**src/sv/cpf_pkg.sv**
```systemverilog
// ----------------------------------------------------------------------------
// cpf_pkg
// Shared types, item codes and the CRC-8 (poly 0x07) byte fold for the
// packet framer.
// ----------------------------------------------------------------------------
package cpf_pkg;

  typedef logic [7:0]  byte_t;
  typedef logic [2:0]  mode_t;
  typedef logic [15:0] half_t;
  typedef logic [31:0] word_t;

  // Item codes carried on the mode field
  localparam mode_t MODE_START  = 3'd0;
  localparam mode_t MODE_BYTE   = 3'd1;
  localparam mode_t MODE_WORD16 = 3'd2;
  localparam mode_t MODE_WORD32 = 3'd3;
  localparam mode_t MODE_FINISH = 3'd4;

  // Configuration register indexes
  localparam logic CFG_SYNC_FIRST  = 1'b0;
  localparam logic CFG_SYNC_SECOND = 1'b1;

  // Longest run of bytes one item can cause (start item)
  localparam int unsigned MAX_BYTES = 7;
  localparam int unsigned IDX_W     = $clog2(MAX_BYTES);

  typedef logic [IDX_W-1:0] idx_t;

  localparam byte_t CRC_POLY   = 8'h07;
  localparam byte_t CRC_TOPBIT = 8'h80;

  // Fold one byte into a CRC-8, MSB first
  function automatic byte_t crc8_fold(input byte_t acc, input byte_t b);
    byte_t c;
    c = acc ^ b;
    for (int k = 0; k < 8; k++) begin
      if ((c & CRC_TOPBIT) != 8'h00) begin
        c = {c[6:0], 1'b0} ^ CRC_POLY;
      end else begin
        c = {c[6:0], 1'b0};
      end
    end
    return c;
  endfunction

endpackage

```
**src/sv/cpf_if.sv**
```systemverilog
// ----------------------------------------------------------------------------
// cpf_cmd_if / cpf_tx_if
// Valid/ready channels of the packet framer: command items in, bytes out.
// ----------------------------------------------------------------------------
interface cpf_cmd_if;
  logic          valid;
  logic          ready;
  cpf_pkg::mode_t mode;
  cpf_pkg::word_t value;
  cpf_pkg::byte_t packet_type;
  cpf_pkg::half_t frame_num;
  cpf_pkg::half_t packet_length;

  modport source (output valid, mode, value, packet_type, frame_num, packet_length,
                  input ready);
  modport sink   (input valid, mode, value, packet_type, frame_num, packet_length,
                  output ready);
endinterface

interface cpf_tx_if;
  logic           valid;
  logic           ready;
  cpf_pkg::byte_t tx_byte;
  logic           last_of_run;

  modport source (output valid, tx_byte, last_of_run, input ready);
  modport sink   (input valid, tx_byte, last_of_run, output ready);
endinterface

```
**src/sv/crc8_packet_framer.sv**
```systemverilog
// ----------------------------------------------------------------------------
// crc8_packet_framer
// Turns command items into a little-endian byte stream with sync bytes,
// header and a CRC-8 (poly 0x07, MSB first, init 0) trailer.
// ----------------------------------------------------------------------------
//
//  Channel  Dir  Handshake        Payload
//  cmd      in   valid/ready      mode, value, packet_type, frame_num,
//                                 packet_length
//  tx       out  valid/ready      tx_byte, last_of_run
//  cfg      in   cfg_we only      cfg_index (0 sync_first, 1 sync_second),
//                                 cfg_data
//
//  Rate: one byte leaves per cycle unless tx stalls, and an item causes as
//  many bytes as follows: start 7, byte 1, word16 2, word32 4, finish 1.
//  The single byte port of the output register sets that rate.
//  An item with an undefined mode is taken and dropped: it sends no byte but
//  leaves the serializer empty.
//  Reset (synchronous, rst high) empties both stages and clears the CRC and
//  the sync registers. A stall on tx holds the output register and the
//  serializer; the next item is taken in the cycle its predecessor's last
//  byte moves into the output register.
//
module crc8_packet_framer (
  input  logic                 clk,
  input  logic                 rst,
  input  logic                 cfg_we,
  input  logic                 cfg_index,
  input  cpf_pkg::byte_t       cfg_data,
  cpf_cmd_if.sink              cmd,
  cpf_tx_if.source             tx
);

  // Configuration registers
  cpf_pkg::byte_t sync_first;
  cpf_pkg::byte_t sync_second;

  // Serializer stage: one decoded item, its bytes in send order
  logic                              hold_valid;
  cpf_pkg::byte_t [cpf_pkg::MAX_BYTES-1:0] hold_bytes;
  logic [cpf_pkg::MAX_BYTES-1:0]     hold_fold;     // byte folds into CRC
  cpf_pkg::idx_t                     hold_last;     // index of final byte
  logic                              hold_start;    // CRC restarts at type byte
  logic                              hold_finish;   // byte is the CRC itself
  cpf_pkg::idx_t                     idx;

  cpf_pkg::byte_t running_crc;

  // Decoded view of the incoming item
  cpf_pkg::byte_t [cpf_pkg::MAX_BYTES-1:0] dec_bytes;
  logic [cpf_pkg::MAX_BYTES-1:0]     dec_fold;
  cpf_pkg::idx_t                     dec_last;
  logic                              dec_ok;
  logic                              dec_start;
  logic                              dec_finish;

  logic           emit_fire;
  logic           emit_last;
  cpf_pkg::byte_t emit_byte;
  cpf_pkg::byte_t crc_base;
  logic           take;

  // Configuration writes
  always_ff @(posedge clk) begin
    if (rst) begin
      sync_first  <= '0;
      sync_second <= '0;
    end else if (cfg_we) begin
      case (cfg_index)
        cpf_pkg::CFG_SYNC_FIRST:  sync_first  <= cfg_data;
        cpf_pkg::CFG_SYNC_SECOND: sync_second <= cfg_data;
        default: ;
      endcase
    end
  end

  // Decode: lay the item out as bytes in wire order
  always_comb begin
    dec_bytes  = '0;
    dec_fold   = '0;
    dec_last   = '0;
    dec_ok     = 1'b1;
    dec_start  = 1'b0;
    dec_finish = 1'b0;
    case (cmd.mode)
      cpf_pkg::MODE_START: begin
        dec_bytes[0] = sync_first;
        dec_bytes[1] = sync_second;
        dec_bytes[2] = cmd.packet_type;
        dec_bytes[3] = cmd.frame_num[7:0];
        dec_bytes[4] = cmd.frame_num[15:8];
        dec_bytes[5] = cmd.packet_length[7:0];
        dec_bytes[6] = cmd.packet_length[15:8];
        dec_fold     = 7'b111_1100;   // sync bytes stay outside the CRC
        dec_last     = cpf_pkg::idx_t'(cpf_pkg::MAX_BYTES - 1);
        dec_start    = 1'b1;
      end
      cpf_pkg::MODE_BYTE: begin
        dec_bytes[0] = cmd.value[7:0];
        dec_fold     = 7'b000_0001;
        dec_last     = cpf_pkg::idx_t'(0);
      end
      cpf_pkg::MODE_WORD16: begin
        dec_bytes[0] = cmd.value[7:0];
        dec_bytes[1] = cmd.value[15:8];
        dec_fold     = 7'b000_0011;
        dec_last     = cpf_pkg::idx_t'(1);
      end
      cpf_pkg::MODE_WORD32: begin
        dec_bytes[0] = cmd.value[7:0];
        dec_bytes[1] = cmd.value[15:8];
        dec_bytes[2] = cmd.value[23:16];
        dec_bytes[3] = cmd.value[31:24];
        dec_fold     = 7'b000_1111;
        dec_last     = cpf_pkg::idx_t'(3);
      end
      cpf_pkg::MODE_FINISH: begin
        dec_last     = cpf_pkg::idx_t'(0);
        dec_finish   = 1'b1;          // trailer is read from the CRC at send
      end
      default: begin
        dec_ok = 1'b0;                // drop undefined modes
      end
    endcase
  end

  // Advance one byte whenever the output register is free or being drained
  assign emit_fire = hold_valid && (!tx.valid || tx.ready);
  assign emit_last = (idx == hold_last);
  assign cmd.ready = !hold_valid || (emit_fire && emit_last);
  assign take      = cmd.valid && cmd.ready;

  assign emit_byte = hold_finish ? running_crc : hold_bytes[idx];
  // Restart the CRC at the type byte of a start item
  assign crc_base  = (hold_start && idx == cpf_pkg::idx_t'(2)) ? 8'h00 : running_crc;

  always_ff @(posedge clk) begin
    if (rst) begin
      hold_valid <= 1'b0;
      idx        <= '0;
    end else begin
      if (take) begin
        hold_valid <= dec_ok;
        idx        <= '0;
      end else if (emit_fire) begin
        if (emit_last) begin
          hold_valid <= 1'b0;
        end else begin
          idx <= idx + cpf_pkg::idx_t'(1);
        end
      end
    end
  end

  // Item payload: no reset needed
  always_ff @(posedge clk) begin
    if (take) begin
      hold_bytes  <= dec_bytes;
      hold_fold   <= dec_fold;
      hold_last   <= dec_last;
      hold_start  <= dec_start;
      hold_finish <= dec_finish;
    end
  end

  // Running CRC: fold each sent byte that belongs to the checked region
  always_ff @(posedge clk) begin
    if (rst) begin
      running_crc <= '0;
    end else if (emit_fire && hold_fold[idx]) begin
      running_crc <= cpf_pkg::crc8_fold(crc_base, emit_byte);
    end
  end

  // Output register
  always_ff @(posedge clk) begin
    if (rst) begin
      tx.valid <= 1'b0;
    end else if (emit_fire) begin
      tx.valid <= 1'b1;
    end else if (tx.ready) begin
      tx.valid <= 1'b0;
    end
  end

  always_ff @(posedge clk) begin
    if (emit_fire) begin
      tx.tx_byte     <= emit_byte;
      tx.last_of_run <= emit_last;
    end
  end

endmodule
```
**src/flat_wrapper.sv**
```systemverilog
// flat-port wrapper written by rule: the top's interface ports become plain ports
module crc8_packet_framer_flat 
  (clk, rst, cfg_we, cfg_index, cfg_data, cmd_valid, cmd_mode, cmd_value, cmd_packet_type, cmd_frame_num, cmd_packet_length, cmd_ready, tx_valid, tx_tx_byte, tx_last_of_run, tx_ready);
  cpf_cmd_if cmd_i ();
  cpf_tx_if tx_i ();
  input  logic clk;
  input  logic rst;
  input  logic cfg_we;
  input  logic cfg_index;
  input  cpf_pkg::byte_t cfg_data;
  input wire logic [$bits(cmd_i.valid)-1:0] cmd_valid;
  input wire logic [$bits(cmd_i.mode)-1:0] cmd_mode;
  input wire logic [$bits(cmd_i.value)-1:0] cmd_value;
  input wire logic [$bits(cmd_i.packet_type)-1:0] cmd_packet_type;
  input wire logic [$bits(cmd_i.frame_num)-1:0] cmd_frame_num;
  input wire logic [$bits(cmd_i.packet_length)-1:0] cmd_packet_length;
  output wire logic [$bits(cmd_i.ready)-1:0] cmd_ready;
  output wire logic [$bits(tx_i.valid)-1:0] tx_valid;
  output wire logic [$bits(tx_i.tx_byte)-1:0] tx_tx_byte;
  output wire logic [$bits(tx_i.last_of_run)-1:0] tx_last_of_run;
  input wire logic [$bits(tx_i.ready)-1:0] tx_ready;
  assign cmd_i.valid = cmd_valid;
  assign cmd_i.mode = cmd_mode;
  assign cmd_i.value = cmd_value;
  assign cmd_i.packet_type = cmd_packet_type;
  assign cmd_i.frame_num = cmd_frame_num;
  assign cmd_i.packet_length = cmd_packet_length;
  assign cmd_ready = cmd_i.ready;
  assign tx_valid = tx_i.valid;
  assign tx_tx_byte = tx_i.tx_byte;
  assign tx_last_of_run = tx_i.last_of_run;
  assign tx_i.ready = tx_ready;
  crc8_packet_framer u_core (.clk(clk), .rst(rst), .cfg_we(cfg_we), .cfg_index(cfg_index), .cfg_data(cfg_data), .cmd(cmd_i), .tx(tx_i));
endmodule
```
**config.mk**
```make
export PLATFORM = sky130hd
export DESIGN_NAME = crc8_packet_framer_flat
export DESIGN_NICKNAME = d
export VERILOG_FILES = /design/src/sv/cpf_pkg.sv /design/src/sv/cpf_if.sv /design/src/sv/crc8_packet_framer.sv /design/src/flat_wrapper.sv
export SDC_FILE = /design/constraint.sdc
export NUM_CORES = 1
export LEC_CHECK = 0
export BUFFER_PORTS_ARGS = -buffer_cell sky130_fd_sc_hd__buf_2
export CAP_MARGIN = 10
export CORE_ASPECT_RATIO = 1.5
export CORE_MARGIN = 2
export CORE_UTILIZATION = 41
export CTS_CLUSTER_SIZE = 14
export DETAILED_ROUTE_END_ITERATION = 8
export GPL_ROUTABILITY_DRIVEN = 0
export PLACE_DENSITY_LB_ADDON = 0.15
export SLEW_MARGIN = 25
export SYNTH_ARGS = -nofsm -noshare
export SYNTH_HDL_FRONTEND = slang
export SYNTH_SLANG_ARGS = --single-unit
```
**constraint.sdc**
```tcl
create_clock -name clk -period 3.7 [get_ports clk]
set_input_delay 0.74 -clock clk [delete_from_list [all_inputs] [get_ports clk]]
set_output_delay 0.74 -clock clk [all_outputs]
set_load 0.01 [all_outputs]
```
Yosys cells after proc, flatten, opt, wreduce, memory -nomap -nowiden. Cells that the tools add are included.

Bits in registers: 106. Bits of input ports: 89.

Add/sub/neg operators: 1. $lt $le $gt $ge: 1. Equality and inequality tests: 6. Mux-type cells: 41. Bitwise operators: 11. Reduce and logical (&&, ||, !) cells: 21.

Operator list (number): $mux 8 (17); $pmux 16 s2 (1); $pmux 8 s2 (2); $pmux 7 s4 (1); $bmux 8 s3 (1); $mux 3 (8); $not 3->3 (8); $eq 3x2->1 const B (3); $mux 1 (9); $pmux 3 s3 (1); $reduce_and 2->1 (4); $xor 8x8->8 (1); $reduce_bool 2->1 (3); $logic_and 1x1->1 (5); $reduce_or 5->1 (1); $lt 3x4->1 const B (1); $reduce_or 2->1 (2); $add 3x1->3 const B (1); $bmux 1 s3 (1); $eq 3x1->1 const B (1); $eq 3x3->1 (1); $eq 3x3->1 const B (1); $logic_not 3->1 (1); $reduce_or 3->1 (1); other kinds (3) (6).

Logic depth before layout (Yosys ltp).
Depth in word-level cells: 34. Depth in mapped cells: 10. Mapped depth without buffers: 9.

Worst setup path before layout. OpenSTA, ideal clock, no wires.

Path kind: register to register. From: register u_core.idx[0]. To: register u_core.hold_bytes[0] (netlist name), enable pin. Arrival time: 2.784 ns. Required time: 3.272 ns. Path slack: 0.488 ns. Cell stages (with the launch flop): 8. Buffers on the path: 2. Path through: dfxtp_1 buf_6 buf_6 xor2_1 nor3_1 nand2_1 nand2_1 and2_1.

Word-level cells in the longest chain between the ends: 4.

RTL lines: from (decl) (RTL line crc8_packet_framer.sv:45) `cpf_pkg::idx_t idx;`; from (signal assigned) (RTL line crc8_packet_framer.sv:149) `idx <= idx + cpf_pkg::idx_t'(1);`; $eq 3x3->1 (RTL line crc8_packet_framer.sv:129) `assign emit_last = (idx == hold_last);`; net u_core.emit_last (RTL line crc8_packet_framer.sv:58) `logic emit_last;`; $logic_and 1x1->1 (RTL line crc8_packet_framer.sv:130) `assign cmd.ready = !hold_valid || (emit_fire && emit_last);`; $logic_or 1x1->1 (RTL line crc8_packet_framer.sv:130); net cmd_ready (RTL line flat_wrapper.sv:17) `output wire logic [$bits(cmd_i.ready)-1:0] cmd_ready;`; $logic_and 1x1->1 (RTL line crc8_packet_framer.sv:131) `assign take = cmd.valid && cmd.ready;`; net u_core.take (RTL line crc8_packet_framer.sv:61) `logic take;`; to (signal assigned) (RTL line crc8_packet_framer.sv:158) `hold_bytes <= dec_bytes;`; to (decl) (RTL line crc8_packet_framer.sv:40) `cpf_pkg::byte_t [cpf_pkg::MAX_BYTES-1:0] hold_bytes;`.

The timed path passes the listed nets, and every way through them passes these cells. A chain may end at the register's enable or synchronous reset.

Worst setup path after layout.
From: register u_core.idx[0]. To: register u_core.running_crc[1].

Word-level cells in the longest chain between the ends: 23.

RTL lines: $bmux 8 s3 / $eq 3x2->1 (equally long branches) (RTL line crc8_packet_framer.sv:133, crc8_packet_framer.sv:135); $mux 8 (implied by the code) / $logic_and 1x1->1 (equally long branches) (RTL line crc8_packet_framer.sv:133, crc8_packet_framer.sv:135); $mux 8 (on tied branches) (RTL line crc8_packet_framer.sv:133, crc8_packet_framer.sv:135); $xor 8x8->8 (RTL line cpf_pkg.sv:36) `c = acc ^ b;`; $not 3->3 (no source line); $mux 3 (RTL line cpf_pkg.sv:38) `if ((c & CRC_TOPBIT) != 8'h00) begin`; $mux 8 (RTL line crc8_packet_framer.sv:170) `end else if (emit_fire && hold_fold[idx]) begin`; $mux 8 (RTL line crc8_packet_framer.sv:168) `if (rst) begin`; [... 7 more ...]; $mux 8 (RTL line crc8_packet_framer.sv:168); $mux 8 (RTL line crc8_packet_framer.sv:170); $mux 8 (RTL line crc8_packet_framer.sv:168); $mux 3 / $mux 8 (equally long branches) (RTL line cpf_pkg.sv:38, crc8_packet_framer.sv:170); $mux 8 (on tied branches) (RTL line crc8_packet_framer.sv:170, crc8_packet_framer.sv:168); $mux 8 (on tied branches) (RTL line crc8_packet_framer.sv:168, crc8_packet_framer.sv:170); $not 3->3 (no source line) / $mux 8 (equally long branches); $mux 3 (RTL line cpf_pkg.sv:38); to (signal assigned) (RTL line crc8_packet_framer.sv:171) `running_crc <= cpf_pkg::crc8_fold(crc_base, emit_byte);`; to (decl) (RTL line crc8_packet_framer.sv:47) `cpf_pkg::byte_t running_crc;`.

Several ways; a longest one is shown, not always the timed one. The select of a mux whose other input is x is not followed.

==> metrics.cfg <==
[hold_path]
timing.hold.worst_endpoint = u_core.sync_second[3]
min_delay_path_depth = 2
hold_class = flip-flop to flip-flop
min-delay-start = u_core.sync_second[3]

[floorplan]
coreArea_um2 = 11890
row_count = 49
die_x_um = 93.90
io_pins = 100
initial_core_util_pct = 41.78
die_area_um2 = 13040
chipHeight_um = 138.8

[yosys]
synth_seq_area_share_pct = 53.98
synth_warnings = 0
synth_area_leaders = sky130_fd_sc_hd__edfxtp_1 (42%), sky130_fd_sc_hd__dfxtp_1 (12%), sky130_fd_sc_hd__a22o_1 (5.8%)
syn_inst = 452
synth_top_area_cell = sky130_fd_sc_hd__edfxtp_1
number_of_synthesized_register_bits = 99
mapped_cell_area_um2 = 4970
synthDominantCellAreaShare_pct = 42.30
postSynthNetCount = 543
synth-edff-count = 70
netlist-cell-type-count = 58
synth_flop_cell = sky130_fd_sc_hd__edfxtp_1
async_reset_ff_share_pct = 0
avgSynthCellArea_um2 = 11.00

[power]
peakVddDrop_mv = 0.2702
powerDensity_nw_per_um2 = 451.8
power.total_w = 0.002664
power.leakage_nw = 2.289

[setup_path]
register_to_register_path_depth = 9
worst_r2r_endpoint = u_core.running_crc[1]
critical_path.reg2reg.startpoint = u_core.idx[0]
crit_required_ns = 3.96
timing.setup.critical_path_class = flip-flop to flip-flop
worst-endpoint-arrival_ns = 3.25
worstPathMaxFanout = 16
setup.worst_path.end_class = flip-flop
r2r_setup_slack_ns = 0.71
critical_path.startpoint_type = flip-flop

[sta]
grt_setup_unrepaired = false
relSlewSlack_pct = 46.46
report.final.setup_viol = 0
setup_ws_ns = 0.7083
max_clk_rate_mhz = 334.3
setup-tns-final_ns = 0
post-route-min-period_ns = 2.992
timing_worst_slew_pin_value_ns = 0.8020
fin_worst_skew_ns = 0.006492
report.final.slew_viol_count = 0
final_number_of_hold_violating_endpoints = 0
final_min_period_over_clock_period_pct = 80.86

[routing]
num_vias = 3730
remaining_design_rule_violation_count = 0
wirelength_mm = 11.42
routedWlPerCell_um = 16.40
drtAntennaViolNets = 0
dr.first_iter.drc_count = 168
detailedRoute.firstPassIterationCount = 4
vias_per_cell = 5.359

[grt]
groute.usage.overall_pct = 18.35
grt_first_pass_wirelength_mm = 18.34
pin_count_of_the_biggest_net_entering_global_routing = 30
grt_remaining_overflow = 0
antenna_violations_before_repair = 0
grt_pass1_vias = 3771

[cts]
cts-root-to-sink-buffers = 2
tritoncts = yes
post_cts_setup_buffers = 0
clock_tree.root_cell = sky130_fd_sc_hd__clkbuf_16
clkLatencyLatePin_ns = 0.34
cts_max_level = 3
clock_sink_count = 99
clk_pin_slew_ns = 0.07
numCtsBuffers = 9
postCtsResizedCells = 0
postCtsHoldBufs = 0

[layout]
layout.nets = 629
final_cells = 696
layout.cells.most_common_list = sky130_fd_sc_hd__buf_2 (99), sky130_fd_sc_hd__edfxtp_1 (70), sky130_fd_sc_hd__nand2_1 (56)
insertedDiodeCount = 0
most_common_library_cell_in_the_layout_ignoring_fill_and_taps = sky130_fd_sc_hd__buf_2
area.growth.synth_to_final_pct = 18.66
layout-drive-gt1-share_pct = 25.05
fill_cells = 1121
utilization_pct = 49.58

[placed_design]
post_dp_hpwl_mm = 8.680
io_buffer_count = 99
post-place-ws_ns = 0.7321
place.detailed.instances = 680

[flow_run]
max_cap_violations = 0

[status]
outcome = complete, no violations

-- stage by stage --
stage,area [µm²],hold WS [ns]
floorplan,4970,0.4366
global placement,5595,0.4429
detailed placement,5595,0.4476
CTS,5897,0.4567
global route,5897,0.4792
finish,5897,0.4575
-- cells in the mapped netlist, types with 2 or more instances --
master / count
sky130_fd_sc_hd__nand3_1: 16
sky130_fd_sc_hd__a22o_1: 33
sky130_fd_sc_hd__mux2i_1: 18
sky130_fd_sc_hd__ha_1: 2
sky130_fd_sc_hd__nand2b_1: 6
sky130_fd_sc_hd__a22oi_1: 4
sky130_fd_sc_hd__a211o_1: 4
sky130_fd_sc_hd__buf_1: 4
sky130_fd_sc_hd__nor2_1: 15
sky130_fd_sc_hd__a21o_1: 3
sky130_fd_sc_hd__nor3_1: 7
sky130_fd_sc_hd__o22ai_1: 3
sky130_fd_sc_hd__a221o_1: 6
sky130_fd_sc_hd__o21ai_1: 3
sky130_fd_sc_hd__nand3b_1: 4
sky130_fd_sc_hd__clkinv_1: 2
sky130_fd_sc_hd__mux2_1: 4
sky130_fd_sc_hd__a21oi_1: 24
sky130_fd_sc_hd__buf_2: 2
sky130_fd_sc_hd__xor2_1: 5
sky130_fd_sc_hd__edfxtp_1: 70
sky130_fd_sc_hd__buf_6: 4
sky130_fd_sc_hd__a221oi_1: 2
sky130_fd_sc_hd__nor2b_1: 5
sky130_fd_sc_hd__nand4_1: 7
sky130_fd_sc_hd__and2_1: 33
sky130_fd_sc_hd__xnor2_1: 10
sky130_fd_sc_hd__o211ai_1: 2
sky130_fd_sc_hd__inv_1: 6
sky130_fd_sc_hd__mux4_2: 2
sky130_fd_sc_hd__dfxtp_1: 29
sky130_fd_sc_hd__o21ai_0: 11
sky130_fd_sc_hd__a2111o_1: 2
sky130_fd_sc_hd__mux2_2: 4
sky130_fd_sc_hd__nand2_1: 56
sky130_fd_sc_hd__clkbuf_1: 22
-- layout make-up --
class / instances / area [µm²] / share of cell area [%]
clock inverter: 6 / 62.56 / 1.061
multi-input combinational: 313 / 2111 / 35.79
tap: 153 / 191.4 / 3.246
timing repair buffer: 107 / 580.6 / 9.845
clock buffer: 10 / 239.0 / 4.053
sequential: 99 / 2683 / 45.49
inverter: 8 / 30.03 / 0.5092
-- where the power goes --
| part | total [W] | internal [W] | switching [W] |
|---|---|---|---|
| Combinational | 0.000395 | 0.000175 | 0.000220 |
| Sequential | 0.00132 | 0.00127 | 0.0000441 |
| Clock | 0.000951 | 0.000542 | 0.000410 |
| Total | 0.00266 | 0.00199 | 0.000674 |
-- worst max path at each step --
stage          cells past startpoint               endpoint  slack (ns)           from
2_1_floorplan                      7   u_core.hold_bytes[0]        0.49  u_core.idx[0]
3_3_place_gp                       8  u_core.running_crc[3]        0.85  u_core.idx[1]
3_5_place_dp                       9  u_core.running_crc[2]        0.73  u_core.idx[0]
4_1_cts                            9  u_core.running_crc[2]        0.71  u_core.idx[0]
5_1_grt                            9  u_core.running_crc[1]        0.41  u_core.idx[0]
6_report                           9  u_core.running_crc[1]        0.71  u_core.idx[0]
-- critical path, cell delays in order, from the launching register on --
cell and delay, ns:
sky130_fd_sc_hd__dfxtp_1 0.61, sky130_fd_sc_hd__inv_1 0.23, sky130_fd_sc_hd__ha_1 0.28, sky130_fd_sc_hd__nand3b_1 0.48, sky130_fd_sc_hd__o21ai_0 0.20, sky130_fd_sc_hd__a22o_1 0.25
sky130_fd_sc_hd__a311oi_2 0.37, sky130_fd_sc_hd__xnor2_1 0.23, sky130_fd_sc_hd__nand4b_1 0.14, sky130_fd_sc_hd__o311ai_1 0.12
-- routing by layer --
layer,share of wire (%),wire length (µm),up-vias,track usage [%]
met5,0,0,-,0
met4,2.8,320,0,8.085
met3,3.3,373,19,3.641
met2,57,6520,84,34.40
met1,37,4201,1769,19.23
li1,-,-,1858,-
-- state kept, by name (all words and copies together), names as in the netlist, 2 cells and up --
signal              cells
u_core.sync_first       8
u_core.sync_second      8
u_core.hold_fold        2
u_core.tx.tx_byte       8
u_core.hold_last        2
u_core.idx              3
u_core.hold_bytes      56
u_core.running_crc      8
-- kinds of logic after synthesis --
| logic type | Yosys count | synth area share [%] |
|---|---|---|
| multiplexers | 29 | 6.646 |
| XOR/XNOR | 15 | 2.643 |
| buffers and inverters | 40 | 3.676 |
| adder cells (fa/ha/maj) | 2 | 0.5034 |
| AO/OA/AOI/OAI | 110 | 16.59 |
| flip-flops | 99 | 53.98 |
| AND/OR/NAND/NOR | 157 | 15.96 |
Power figures use the tool's default switching activity.
